$ cat config.mk
export PLATFORM = sky130hd
export DESIGN_NAME = http2_frame_header_generator_flat
export DESIGN_NICKNAME = d
export VERILOG_FILES = /design/src/rtl/h2fg_pkg.sv /design/src/rtl/h2fg_request_if.sv /design/src/rtl/h2fg_descriptor_if.sv /design/src/rtl/h2fg_ctrl.sv /design/src/rtl/h2fg_datapath.sv /design/src/rtl/http2_frame_header_generator.sv /design/src/flat_wrapper.sv
export VERILOG_INCLUDE_DIRS = /design/src /design/src/rtl
export SDC_FILE = /design/constraint.sdc
export NUM_CORES = 1
export LEC_CHECK = 0
export ABC_AREA = 0
export BUFFER_PORTS_ARGS = -buffer_cell sky130_fd_sc_hd__clkbuf_2
export CAP_MARGIN = 40
export CORE_MARGIN = 3
export CORE_UTILIZATION = 56
export CTS_BUF_LIST = sky130_fd_sc_hd__clkbuf_4 sky130_fd_sc_hd__clkbuf_8
export CTS_CLUSTER_SIZE = 10
export DETAILED_ROUTE_END_ITERATION = 10
export HOLD_SLACK_MARGIN = 0.08
export PLACE_DENSITY = 0.83
export SETUP_SLACK_MARGIN = 0.1
export SLEW_MARGIN = 20
export SYNTH_ARGS = -nofsm -noshare
export SYNTH_HDL_FRONTEND = slang
export SYNTH_SLANG_ARGS = --single-unit
$ cat constraint.sdc
create_clock -name clk -period 6.7 [get_ports clk]
set_input_delay 0.67 -clock clk [delete_from_list [all_inputs] [get_ports clk]]
set_output_delay 0.67 -clock clk [all_outputs]
set_load 0.05 [all_outputs]
$ cat src/rtl/assert_macros.svh
// ----------------------------------------------------------------------------
// Assertion macros
// Shared wrappers for clocked concurrent assertions with reset disable.
// ----------------------------------------------------------------------------
`ifndef ASSERT_MACROS_SVH
`define ASSERT_MACROS_SVH

// Same-cycle implication.
`define ASSERT_IMPLIES(label, clk, rst_n, ante, cons) \
    label: assert property (@(posedge clk) disable iff (!rst_n) (ante) |-> (cons)) \
        else $error("assertion violated");

// Next-cycle implication.
`define ASSERT_NEXT(label, clk, rst_n, ante, cons) \
    label: assert property (@(posedge clk) disable iff (!rst_n) (ante) |=> (cons)) \
        else $error("assertion violated");

`endif

$ cat src/rtl/h2fg_pkg.sv
// ----------------------------------------------------------------------------
// h2fg_pkg
// Types, codes and constants of the HTTP/2 frame header generator.
// ----------------------------------------------------------------------------
package h2fg_pkg;

    localparam int unsigned DEFAULT_MAX_REQUEST_BYTES = 1048576;
    localparam logic [23:0] MIN_FRAME_SIZE            = 24'd16384;

    typedef enum logic [2:0] {
        MODE_DATA         = 3'd0,
        MODE_HEADERS      = 3'd1,
        MODE_SETTINGS     = 3'd2,
        MODE_SETTINGS_ACK = 3'd3,
        MODE_RST_STREAM   = 3'd4,
        MODE_GOAWAY       = 3'd5,
        MODE_WINDOW       = 3'd6,
        MODE_PING_ACK     = 3'd7
    } mode_t;

    localparam logic [3:0] TYPE_DATA     = 4'd0;
    localparam logic [3:0] TYPE_HEADERS  = 4'd1;
    localparam logic [3:0] TYPE_RST      = 4'd3;
    localparam logic [3:0] TYPE_SETTINGS = 4'd4;
    localparam logic [3:0] TYPE_PING     = 4'd6;
    localparam logic [3:0] TYPE_GOAWAY   = 4'd7;
    localparam logic [3:0] TYPE_WINDOW   = 4'd8;

    localparam logic [7:0] FLAG_NONE        = 8'h00;
    localparam logic [7:0] FLAG_END_STREAM  = 8'h01;
    localparam logic [7:0] FLAG_ACK         = 8'h01;
    localparam logic [7:0] FLAG_END_HEADERS = 8'h04;

    localparam logic [23:0] LEN_FIXED4 = 24'd4;
    localparam logic [23:0] LEN_FIXED8 = 24'd8;

    typedef enum logic {
        ST_IDLE  = 1'b0,
        ST_SPLIT = 1'b1
    } state_t;

    typedef struct packed {
        logic [23:0] frame_length;
        logic [3:0]  frame_type;
        logic [7:0]  frame_flags;
        logic [30:0] frame_stream;
        logic [20:0] source_offset;
        logic        from_source;
        logic [63:0] fixed_payload;
        logic        last_of_run;
        logic        too_long;
    } desc_t;

    typedef struct packed {
        logic load_held;
        logic load_single;
        logic load_frag;
        logic busy;
    } cmd_t;

    typedef struct packed {
        logic        slot_free;
        logic        starts_split;
        logic        last_frag;
        logic [23:0] frame_size;
    } status_t;

endpackage

$ cat src/rtl/h2fg_request_if.sv
// ----------------------------------------------------------------------------
// h2fg_request_if
// Frame request channel: valid/ready handshake with request payload.
// ----------------------------------------------------------------------------
interface h2fg_request_if;
    logic        valid;
    logic        ready;
    logic [2:0]  mode;
    logic [30:0] stream_number;
    logic [20:0] request_length;
    logic        end_flag;
    logic [63:0] value_word;

    modport source (
        output valid, mode, stream_number, request_length, end_flag, value_word,
        input  ready
    );

    modport sink (
        input  valid, mode, stream_number, request_length, end_flag, value_word,
        output ready
    );
endinterface

$ cat src/rtl/h2fg_descriptor_if.sv
// ----------------------------------------------------------------------------
// h2fg_descriptor_if
// Frame descriptor channel: valid/ready handshake with descriptor payload.
// ----------------------------------------------------------------------------
interface h2fg_descriptor_if;
    logic        valid;
    logic        ready;
    logic [23:0] frame_length;
    logic [3:0]  frame_type;
    logic [7:0]  frame_flags;
    logic [30:0] frame_stream;
    logic [20:0] source_offset;
    logic        from_source;
    logic [63:0] fixed_payload;
    logic        last_of_run;
    logic        too_long;

    modport source (
        output valid, frame_length, frame_type, frame_flags, frame_stream,
               source_offset, from_source, fixed_payload, last_of_run, too_long,
        input  ready
    );

    modport sink (
        input  valid, frame_length, frame_type, frame_flags, frame_stream,
               source_offset, from_source, fixed_payload, last_of_run, too_long,
        output ready
    );
endinterface

$ cat src/rtl/h2fg_ctrl.sv
// ----------------------------------------------------------------------------
// h2fg_ctrl
// Sequencer: takes requests and steps the DATA fragment loop.
// ----------------------------------------------------------------------------
module h2fg_ctrl
    import h2fg_pkg::*;
(
    input  logic    clk,
    input  logic    rst_n,
    input  logic    request_valid,
    output logic    request_ready,
    input  status_t status,
    output cmd_t    cmd
);

    state_t state_reg;
    state_t state_next;

    always_ff @(posedge clk or negedge rst_n)
    begin
        if (!rst_n)
        begin
            state_reg <= ST_IDLE;
        end
        else
        begin
            state_reg <= state_next;
        end
    end

    always_comb
    begin
        state_next = state_reg;
        unique case (state_reg)
            ST_IDLE:
            begin
                if (request_valid && status.slot_free && status.starts_split)
                begin
                    state_next = ST_SPLIT;
                end
            end
            ST_SPLIT:
            begin
                if (status.slot_free && status.last_frag)
                begin
                    state_next = ST_IDLE;
                end
            end
        endcase
    end

    always_comb
    begin
        request_ready   = 1'b0;
        cmd.load_held   = 1'b0;
        cmd.load_single = 1'b0;
        cmd.load_frag   = 1'b0;
        cmd.busy        = 1'b0;
        unique case (state_reg)
            ST_IDLE:
            begin
                request_ready   = status.slot_free;
                cmd.load_held   = request_valid && status.slot_free && status.starts_split;
                cmd.load_single = request_valid && status.slot_free && !status.starts_split;
            end
            ST_SPLIT:
            begin
                cmd.load_frag = status.slot_free;
                cmd.busy      = 1'b1;
            end
        endcase
    end

endmodule

$ cat src/rtl/h2fg_datapath.sv
// ----------------------------------------------------------------------------
// h2fg_datapath
// Frame size register, fragment state and the descriptor output register.
// ----------------------------------------------------------------------------
module h2fg_datapath
    import h2fg_pkg::*;
#(
    parameter int unsigned MAX_REQUEST_BYTES = DEFAULT_MAX_REQUEST_BYTES
)
(
    input  logic        clk,
    input  logic        rst_n,
    input  logic        frame_size_we,
    input  logic [23:0] frame_size_wdata,
    input  logic [2:0]  mode,
    input  logic [30:0] stream_number,
    input  logic [20:0] request_length,
    input  logic        end_flag,
    input  logic [63:0] value_word,
    input  cmd_t        cmd,
    output status_t     status,
    output logic        desc_valid,
    input  logic        desc_ready,
    output desc_t       desc
);

    localparam logic [24:0] MAX_LEN = 25'(MAX_REQUEST_BYTES);

    logic [23:0] frame_size_reg;
    logic [20:0] offset_reg;
    logic [20:0] offset_next;
    logic [20:0] length_reg;
    logic [30:0] stream_reg;
    logic        end_reg;
    logic [5:0]  count_reg;
    logic        valid_reg;
    logic        valid_next;
    desc_t       desc_reg;

    mode_t       req_mode;
    logic        req_too_long;
    desc_t       single_desc;
    desc_t       frag_desc;
    logic [20:0] remain;
    logic        remain_fits;
    logic [23:0] chunk;

    assign req_mode     = mode_t'(mode);
    assign req_too_long = (req_mode == MODE_DATA || req_mode == MODE_HEADERS ||
                           req_mode == MODE_SETTINGS) &&
                          ({4'b0, request_length} > MAX_LEN);

    // Fragment sizing
    assign remain      = length_reg - offset_reg;
    assign remain_fits = {3'b0, remain} <= frame_size_reg;
    assign chunk       = remain_fits ? {3'b0, remain} : frame_size_reg;
    assign offset_next = offset_reg + chunk[20:0];

    always_comb
    begin
        frag_desc               = '0;
        frag_desc.frame_length  = chunk;
        frag_desc.frame_type    = TYPE_DATA;
        frag_desc.frame_flags   = (remain_fits && end_reg) ? FLAG_END_STREAM : FLAG_NONE;
        frag_desc.frame_stream  = stream_reg;
        frag_desc.source_offset = offset_reg;
        frag_desc.from_source   = 1'b1;
        frag_desc.last_of_run   = remain_fits;
    end

    always_comb
    begin
        single_desc             = '0;
        single_desc.last_of_run = 1'b1;
        if (req_too_long)
        begin
            single_desc.too_long = 1'b1;
        end
        else
        begin
            unique case (req_mode)
                MODE_DATA:
                begin
                    // never loaded as a single descriptor
                    single_desc.from_source = 1'b1;
                end
                MODE_HEADERS:
                begin
                    single_desc.frame_length = {3'b0, request_length};
                    single_desc.frame_type   = TYPE_HEADERS;
                    single_desc.frame_flags  = end_flag ? FLAG_END_HEADERS : FLAG_NONE;
                    single_desc.frame_stream = stream_number;
                    single_desc.from_source  = 1'b1;
                end
                MODE_SETTINGS:
                begin
                    single_desc.frame_length = {3'b0, request_length};
                    single_desc.frame_type   = TYPE_SETTINGS;
                    single_desc.from_source  = 1'b1;
                end
                MODE_SETTINGS_ACK:
                begin
                    single_desc.frame_type  = TYPE_SETTINGS;
                    single_desc.frame_flags = FLAG_ACK;
                end
                MODE_RST_STREAM:
                begin
                    single_desc.frame_length  = LEN_FIXED4;
                    single_desc.frame_type    = TYPE_RST;
                    single_desc.frame_stream  = stream_number;
                    single_desc.fixed_payload = {32'b0, value_word[31:0]};
                end
                MODE_GOAWAY:
                begin
                    single_desc.frame_length  = LEN_FIXED8;
                    single_desc.frame_type    = TYPE_GOAWAY;
                    single_desc.fixed_payload = {1'b0, stream_number, value_word[31:0]};
                end
                MODE_WINDOW:
                begin
                    single_desc.frame_length  = LEN_FIXED4;
                    single_desc.frame_type    = TYPE_WINDOW;
                    single_desc.frame_stream  = stream_number;
                    single_desc.fixed_payload = {33'b0, value_word[30:0]};
                end
                MODE_PING_ACK:
                begin
                    single_desc.frame_length  = LEN_FIXED8;
                    single_desc.frame_type    = TYPE_PING;
                    single_desc.frame_flags   = FLAG_ACK;
                    single_desc.fixed_payload = value_word;
                end
            endcase
        end
    end

    always_comb
    begin
        valid_next = valid_reg;
        if (cmd.load_single || cmd.load_frag)
        begin
            valid_next = 1'b1;
        end
        else if (desc_ready)
        begin
            valid_next = 1'b0;
        end
    end

    always_ff @(posedge clk or negedge rst_n)
    begin
        if (!rst_n)
        begin
            frame_size_reg <= MIN_FRAME_SIZE;
            offset_reg     <= '0;
            length_reg     <= '0;
            stream_reg     <= '0;
            end_reg        <= 1'b0;
            count_reg      <= '0;
            valid_reg      <= 1'b0;
        end
        else
        begin
            valid_reg <= valid_next;
            if (frame_size_we)
            begin
                // clamp up to the protocol minimum
                frame_size_reg <= (frame_size_wdata < MIN_FRAME_SIZE) ?
                                  MIN_FRAME_SIZE : frame_size_wdata;
            end
            if (cmd.load_held)
            begin
                offset_reg <= '0;
                length_reg <= request_length;
                stream_reg <= stream_number;
                end_reg    <= end_flag;
                count_reg  <= '0;
            end
            else if (cmd.load_frag)
            begin
                offset_reg <= offset_next;
                count_reg  <= count_reg + 6'd1;
            end
        end
    end

    always_ff @(posedge clk)
    begin
        if (cmd.load_single)
        begin
            desc_reg <= single_desc;
        end
        else if (cmd.load_frag)
        begin
            desc_reg <= frag_desc;
        end
    end

    assign status.slot_free    = !valid_reg || desc_ready;
    assign status.starts_split = (req_mode == MODE_DATA) && !req_too_long;
    // stop at the final fragment or when the per-request descriptor cap is hit
    assign status.last_frag    = remain_fits || (count_reg == '1);
    assign status.frame_size   = frame_size_reg;

    assign desc_valid = valid_reg;
    assign desc       = desc_reg;

endmodule

$ cat src/rtl/http2_frame_header_generator.sv
// ----------------------------------------------------------------------------
// http2_frame_header_generator
// Turns HTTP/2 frame requests into per-frame header descriptors.
// ----------------------------------------------------------------------------
// Every request except DATA yields one descriptor; a request that exceeds
// MAX_REQUEST_BYTES yields a single error descriptor. A DATA request yields
// N = max(1, ceil(length / frame size)) descriptors, at most 64: the fragment
// loop emits one descriptor per cycle, while the output is not stalled, into
// the single output register, and no new request is taken until it finishes.
// The peer maximum frame size is to be written by the user through
// frame_size_we/frame_size_wdata while the block is idle; the block itself
// does not enforce this. Values below 16384 are stored as 16384.
module http2_frame_header_generator
    import h2fg_pkg::*;
#(
    parameter int unsigned MAX_REQUEST_BYTES = DEFAULT_MAX_REQUEST_BYTES
)
(
    input  logic              clk,
    input  logic              rst_n,
    h2fg_request_if.sink      request,
    h2fg_descriptor_if.source descriptor,
    input  logic              frame_size_we,
    input  logic [23:0]       frame_size_wdata
);

`include "assert_macros.svh"

    cmd_t    cmd;
    status_t status;
    desc_t   desc;

    h2fg_ctrl u_ctrl (
        .clk           (clk),
        .rst_n         (rst_n),
        .request_valid (request.valid),
        .request_ready (request.ready),
        .status        (status),
        .cmd           (cmd)
    );

    h2fg_datapath #(
        .MAX_REQUEST_BYTES (MAX_REQUEST_BYTES)
    ) u_datapath (
        .clk              (clk),
        .rst_n            (rst_n),
        .frame_size_we    (frame_size_we),
        .frame_size_wdata (frame_size_wdata),
        .mode             (request.mode),
        .stream_number    (request.stream_number),
        .request_length   (request.request_length),
        .end_flag         (request.end_flag),
        .value_word       (request.value_word),
        .cmd              (cmd),
        .status           (status),
        .desc_valid       (descriptor.valid),
        .desc_ready       (descriptor.ready),
        .desc             (desc)
    );

    assign descriptor.frame_length  = desc.frame_length;
    assign descriptor.frame_type    = desc.frame_type;
    assign descriptor.frame_flags   = desc.frame_flags;
    assign descriptor.frame_stream  = desc.frame_stream;
    assign descriptor.source_offset = desc.source_offset;
    assign descriptor.from_source   = desc.from_source;
    assign descriptor.fixed_payload = desc.fixed_payload;
    assign descriptor.last_of_run   = desc.last_of_run;
    assign descriptor.too_long      = desc.too_long;

    `ASSERT_IMPLIES(a_no_accept_while_split, clk, rst_n, request.valid && request.ready, !cmd.busy)
    `ASSERT_NEXT(a_data_enters_split, clk, rst_n, request.valid && request.ready && status.starts_split, cmd.busy)
    `ASSERT_IMPLIES(a_error_ends_run, clk, rst_n, descriptor.valid && descriptor.too_long, descriptor.last_of_run && !descriptor.from_source)
    `ASSERT_IMPLIES(a_fragment_fits, clk, rst_n, descriptor.valid && descriptor.from_source && (descriptor.frame_type == TYPE_DATA), descriptor.frame_length <= status.frame_size)

endmodule

$ cat src/flat_wrapper.sv
// flat-port wrapper written by rule: the top's interface ports become plain ports
module http2_frame_header_generator_flat import h2fg_pkg::*;
#(
    parameter int unsigned MAX_REQUEST_BYTES = DEFAULT_MAX_REQUEST_BYTES
)
  (clk, rst_n, frame_size_we, frame_size_wdata, request_valid, request_mode, request_stream_number, request_request_length, request_end_flag, request_value_word, request_ready, descriptor_valid, descriptor_frame_length, descriptor_frame_type, descriptor_frame_flags, descriptor_frame_stream, descriptor_source_offset, descriptor_from_source, descriptor_fixed_payload, descriptor_last_of_run, descriptor_too_long, descriptor_ready);
  h2fg_request_if request_i ();
  h2fg_descriptor_if descriptor_i ();
  input  logic clk;
  input  logic rst_n;
  input  logic frame_size_we;
  input  logic [23:0] frame_size_wdata;
  input wire logic [$bits(request_i.valid)-1:0] request_valid;
  input wire logic [$bits(request_i.mode)-1:0] request_mode;
  input wire logic [$bits(request_i.stream_number)-1:0] request_stream_number;
  input wire logic [$bits(request_i.request_length)-1:0] request_request_length;
  input wire logic [$bits(request_i.end_flag)-1:0] request_end_flag;
  input wire logic [$bits(request_i.value_word)-1:0] request_value_word;
  output wire logic [$bits(request_i.ready)-1:0] request_ready;
  output wire logic [$bits(descriptor_i.valid)-1:0] descriptor_valid;
  output wire logic [$bits(descriptor_i.frame_length)-1:0] descriptor_frame_length;
  output wire logic [$bits(descriptor_i.frame_type)-1:0] descriptor_frame_type;
  output wire logic [$bits(descriptor_i.frame_flags)-1:0] descriptor_frame_flags;
  output wire logic [$bits(descriptor_i.frame_stream)-1:0] descriptor_frame_stream;
  output wire logic [$bits(descriptor_i.source_offset)-1:0] descriptor_source_offset;
  output wire logic [$bits(descriptor_i.from_source)-1:0] descriptor_from_source;
  output wire logic [$bits(descriptor_i.fixed_payload)-1:0] descriptor_fixed_payload;
  output wire logic [$bits(descriptor_i.last_of_run)-1:0] descriptor_last_of_run;
  output wire logic [$bits(descriptor_i.too_long)-1:0] descriptor_too_long;
  input wire logic [$bits(descriptor_i.ready)-1:0] descriptor_ready;
  assign request_i.valid = request_valid;
  assign request_i.mode = request_mode;
  assign request_i.stream_number = request_stream_number;
  assign request_i.request_length = request_request_length;
  assign request_i.end_flag = request_end_flag;
  assign request_i.value_word = request_value_word;
  assign request_ready = request_i.ready;
  assign descriptor_valid = descriptor_i.valid;
  assign descriptor_frame_length = descriptor_i.frame_length;
  assign descriptor_frame_type = descriptor_i.frame_type;
  assign descriptor_frame_flags = descriptor_i.frame_flags;
  assign descriptor_frame_stream = descriptor_i.frame_stream;
  assign descriptor_source_offset = descriptor_i.source_offset;
  assign descriptor_from_source = descriptor_i.from_source;
  assign descriptor_fixed_payload = descriptor_i.fixed_payload;
  assign descriptor_last_of_run = descriptor_i.last_of_run;
  assign descriptor_too_long = descriptor_i.too_long;
  assign descriptor_i.ready = descriptor_ready;
  http2_frame_header_generator #(.MAX_REQUEST_BYTES(MAX_REQUEST_BYTES)) u_core (.clk(clk), .rst_n(rst_n), .request(request_i), .descriptor(descriptor_i), .frame_size_we(frame_size_we), .frame_size_wdata(frame_size_wdata));
endmodule
After elaboration in Yosys (flattened, before gate mapping)
Cells that the tools add are included.
{"block": "classes", "n_eq_ne": 8, "mux": 27, "magnitude_cmp": 3, "n_reduce_logical": 26, "n_addsub": 3, "bitwise": 1}
{"operator": "2-to-1 mux 155 bit", "n": 2}
{"operator": "case mux 64 bit (4 select lines)", "n": 1}
{"operator": "2-to-1 mux 65 bit", "n": 1}
{"operator": "2-to-1 mux 64 bit", "n": 1}
{"operator": "case mux 21 bit (3 select lines)", "n": 1}
{"operator": "2-to-1 mux 24 bit", "n": 2}
{"operator": "2-to-1 mux 21 bit", "n": 2}
{"operator": "2-to-1 mux 31 bit", "n": 1}
{"operator": "less-or-equal comparator 21 x 24 -> 1 bit", "n": 1}
{"operator": "less-than comparator 24 x 15 -> 1 bit, second input constant", "n": 1}
{"operator": "case mux 4 bit (6 select lines)", "n": 1}
{"operator": "adder 21 bit", "n": 1}
{"operator": "> comparator 21 bit, second input constant", "n": 1}
{"operator": "subtractor 21 bit", "n": 1}
{"operator": "== test 3 bit, second input constant", "n": 4}
{"operator": "2-to-1 mux 6 bit", "n": 2}
{"operator": "OR reduction 2 bit", "n": 5}
{"operator": "2-to-1 mux 1 bit", "n": 8}
{"operator": "logical AND 1 bit", "n": 7}
{"operator": "adder 6 x 1 -> 6 bit, second input constant", "n": 1}
{"operator": "== test 3 x 2 -> 1 bit, second input constant", "n": 2}
{"operator": "== test 6 bit, second input constant", "n": 1}
{"operator": "case mux 3 bit (2 select lines)", "n": 1}
{"operator": "nonzero test 2 bit", "n": 3}
{"operator": "other kinds (9)", "n": 17}
{"block": "totals", "regBits": 261, "out_inout_bits": 157, "wordCells": 85, "input_bits": 149}

Depth between registers and ports, before layout
{"block": "logic_depth", "word_depth": 11, "ltp_mapped": 29, "mapped_depth_nobuf": 29}

Cells and area by module
Synthesis repeated with hierarchy kept, for this count alone.
{"block": "unflattened", "hier_cells": 1099, "hier_area_um2": 12748.5}
{"mod": "h2fg_datapath", "seq_area_each_um2": 6882.9, "n_inst": 1, "cells_per_inst": 1091, "area_per_inst_um2": 12667.1}
{"mod": "h2fg_ctrl", "seq_area_each_um2": 25.0, "n_inst": 1, "cells_per_inst": 8, "area_per_inst_um2": 81.3}

Worst setup path before layout
No wires, ideal clock.
{"block": "synth_timing", "path_type": "register to register", "from": "register u_core.u_datapath.offset_reg[1]", "to": "register u_core.u_datapath.offset_reg[20]", "path_stages_with_launch": 27, "t_arrival_ps": 5606, "setup_slack_ps": 962, "period_less_slack_ps": 5738, "setup_time_ps": 133, "required_time_ps": 6567, "path_buffers": 1, "cell_sequence": "dfrtp_1 -> inv_1 -> ha_1 -> nor2b_4 -> o21a_4 -> o21ai_4 -> a31oi_1 -> o211a_1 -> or4_4 -> nand3_2 -> ha_1 -> a21o_1 -> a21oi_1 -> o211ai_1 -> o21ai_2 -> clkbuf_1 -> a21oi_1 -> ha_1 -> fa_1 -> a211oi_1 -> o21bai_1 -> a32o_1 -> a21oi_2 -> a211oi_1 -> a211oi_1 -> xnor2_1 -> o211ai_1"}
{"block": "synth_via", "elab_chain_len": 6}
{"element": "from (decl)", "line_no": "h2fg_datapath.sv:30", "text": "logic [20:0] offset_reg;"}
{"element": "from (signal assigned)", "line_no": "h2fg_datapath.sv:181", "text": "offset_reg <= offset_next;"}
{"element": "subtractor 21 bit", "line_no": "h2fg_datapath.sv:54", "text": "assign remain = length_reg - offset_reg;"}
{"element": "less-or-equal comparator 21 x 24 -> 1 bit", "line_no": "h2fg_datapath.sv:55", "text": "assign remain_fits = {3'b0, remain} <= frame_size_reg;"}
{"element": "2-to-1 mux 24 bit", "line_no": "h2fg_datapath.sv:56", "text": "assign chunk = remain_fits ? {3'b0, remain} : frame_size_reg;"}
{"element": "adder 21 bit *", "line_no": "h2fg_datapath.sv:57", "text": "assign offset_next = offset_reg + chunk[20:0];"}
{"element": "2-to-1 mux 21 bit *", "line_no": "h2fg_datapath.sv:179", "text": "else if (cmd.load_frag)"}
{"element": "2-to-1 mux 21 bit *", "line_no": "h2fg_datapath.sv:171", "text": "if (cmd.load_held)"}
Mark *: on every way between the ends. The rest lies on a longest branch, timed or not. The select of a mux whose other input is x is not followed.
A chain may end at the register's enable or synchronous reset.

Worst setup path in the final report
{"block": "layout_timing", "from": "register u_core.u_datapath.offset_reg[0]", "to": "register u_core.u_datapath.offset_reg[19]"}
The elaborated chain is that of the path after synthesis.

==> results.ini <==
[run_status]
status=complete, no violations

[power]
power_switching_mw=3.046
power_mw=7.159
switching_share_pct=42.55
cellLeakagePower_nw=7.367
internal_power_mw=4.113
powerDensity_nw_per_um2=460.5
irDropWorstVdd_uv=281.5
clkPwrFrac_pct=20.1
comb_power_share_pct=51.6
pwr-share-seq_pct=28.3

[critical_path]
slowest_stage=a2111oi_2
crit_fanout=21
path_class=reg -> reg
required_ps=7120
cp-start-kind=register
cp-end-kind=register
slowest_delay_ps=430
crit_family=compound AO/OA/AOI/OAI gates
timing.critical_path.buf_inv=2
worstRegToRegCells=28
cpMostUsedCell=o21ai_1
worstPathArrival_ps=6590
cp.depth=28

[synthesis]
synth-seq-area-share_pct=54.18
yosys.area.top_type=edfxtp_1
synthXorXnorAreaFrac_pct=2.610
synth_most_common_cell=nand2_1
synth-edff-count=127
yosys_warnings=0
synth_common_cells=273 x nand2_1, 127 x edfxtp_1, 105 x dfrtp_1
synth_top_family_by_area=simple AND/OR/NAND/NOR gates
avgSynthCellArea_um2=10.09
synth_top_area_share_pct=29.91
synth_adder_area_share_pct=6.595
synth_ff_type=edfxtp_1
synthMuxAreaShare_pct=0.7262
synthArstFlopShare_pct=41.57
yosys.area_share.simple_pct=16.45
synthCells=1264
synth.top_cells.by_area=edfxtp_1 30%, dfrtp_1 21%, nand2_1 8.0%, ha_1 6.3%, dfxtp_1 3.5%
synth-compound-area-share_pct=15.22
synth.ff_latch_count=255
ys_types=65
synthesis.area_um2=12750

[clocking]
clock-root-buffer=clkbuf_8
clock_latency_ps=570
htreeDepth=2
path_clk_slew_ps=60
cts_buffer_depth=3
cts_made_buffers=42
cts_tree=built
cts.sinks=255

[timing]
setup_violations=0
fin_hold_ws_ps=316.2
finClkSkew_ps=43.34
fmax_ghz=0.1620
timing.final.ws_setup_ps=528.8
fin_crit_ps=6171
fin_crit_sh_pct=92.11
worst_pin_slew_ps=819.9
finalMaxSlewViolations=0
fin_tns_setup_ps=0
max-slew-margin-rel_pct=45.34
rsz0062_at_grt=true
hold_viol_final=0

[floorplan]
core_area_um2=22090
start_util_pct=57.71
die_x_um=156.9
io_pins=306
die-area_um2=24610
die_h_um=156.9
rows=54

[global_routing]
grt_max_degree=57
grt_first_pass_wirelength_um=56030
grt_pass1_vias=10630
antenna_found_initial=0
grt_usage_pct=28.78
gr-total-overflow=0

[detailed_routing]
ant_nets=0
drc_errors=0
drt_iter0_markers=839
totalWireLength_um=36190
dr.pass1.iters=5
num_vias=10830
wire_per_inst_um=19.26
routed_via_density=5.762

[placed_design]
dp.cells=1796
place_ws_ps=271.0
placed_cell_area_um2=14570
globalplace.congestion=0.9305
dp_hpwl_um=26310
portBuffers=299

[finish]
fillers=1637
fin_area_um2=15540
largest_reg_flops=149
synthToLayoutAreaGrowth_pct=21.92
nNetsFinal=1777
final_core_utilization_pct=70.36
layout.cells.non_filler=1879
drive_gt1_share_pct=27.01

[min_path]
hp-class=in -> reg
holdPathStages=3

[flow_run]
maxCapViolCount=0

[layer usage]
metal	wire length, um	vias up	global-route usage (%)
met5	0	-	0
met4	1778	0	14.17
met3	2607	115	4.647
met2	18120	530	49.45
met1	13680	5111	35.40
li1	-	5070	-
[worst register-to-register path, delay by kind of cell, from the launching register on]
| kind | cells | cell delay [ps] |
|---|---|---|
| flops | 1 | 420 |
| xor+xnor | 2 | 410 |
| buf+inv | 2 | 380 |
| fa+ha+maj | 4 | 1260 |
| simple gates | 8 | 1340 |
| compound gates | 12 | 2210 |
[cell families (layout without fill, tap and decap cells)]
kind of cell | Yosys count | after routing
AOI/OAI and AO/OA | 288 | 288
xor gates and xnor gates | 38 | 38
adders and majority gates | 66 | 66
buffers and inverters | 132 | 456
DFF | 255 | 255
muxes | 8 | 8
other | 1 | 12
and+or+nand+nor | 476 | 476
[power groups by stage]
stage	Combinational, mW	Sequential [mW]	Clock [mW]
floorplan	2.53	2.23	0
global placement	3.48	2.04	0
detailed placement	3.59	2.05	0
CTS	3.62	2.02	1.45
global route	4.10	2.05	1.53
finish	3.70	2.02	1.44
[what timing repair did]
item | CTS | global route
setup endpoints to repair | 0 | 10
endpoints found under the hold margin | 30 | 0
gates resized for setup | 0 | 8
hold buffers | 1 | 0
setup buffers | 0 | 1
[final cells by class]
cell class / count / area [um2] / area share, %
clock buffer: 62 / 790.8 / 5.087
sequential: 255 / 6908 / 44.44
timing repair buffer: 320 / 1744 / 11.22
antenna: 3 / 7.507 / 0.04829
tap: 280 / 350.3 / 2.254
inverter: 58 / 217.7 / 1.401
multi-input combinational: 885 / 5409 / 34.80
clock inverter: 16 / 117.6 / 0.7566
[final timing paths]
path | startpoint | end | slack, ps
min in group asynchronous | rst_n | u_core.u_datapath.desc_valid | 610
min | frame_size_wdata[11] | u_core.u_datapath.frame_size_reg[11] | 320
max | u_core.u_datapath.offset_reg[0] | u_core.u_datapath.offset_reg[19] | 530
min reg2reg | u_core.u_datapath.desc[75] | u_core.u_datapath.desc[75] | 450
max in group asynchronous | rst_n | u_core.u_datapath.frame_size_reg[14] | 5000
max reg2reg | u_core.u_datapath.offset_reg[0] | u_core.u_datapath.offset_reg[19] | 530
[placed cells by master (no fill, tap or decap), types with 14 or more instances in the layout]
master,Yosys,routed
a21oi_1,64,61
ha_1,64,64
dfrtp_1,105,105
dfxtp_1,22,22
clkbuf_2,0,298
a22o_1,49,49
and3_1,39,38
xor2_1,15,15
nor2_1,68,65
a22oi_1,33,33
o21ai_0,50,50
clkbuf_8,0,52
buf_4,6,14
nand3_1,33,33
xnor2_1,23,23
inv_1,58,58
nand2_1,273,273
edfxtp_1,127,127
o21ai_1,21,21
No activity file was read; power rests on OpenSTA's default activity.
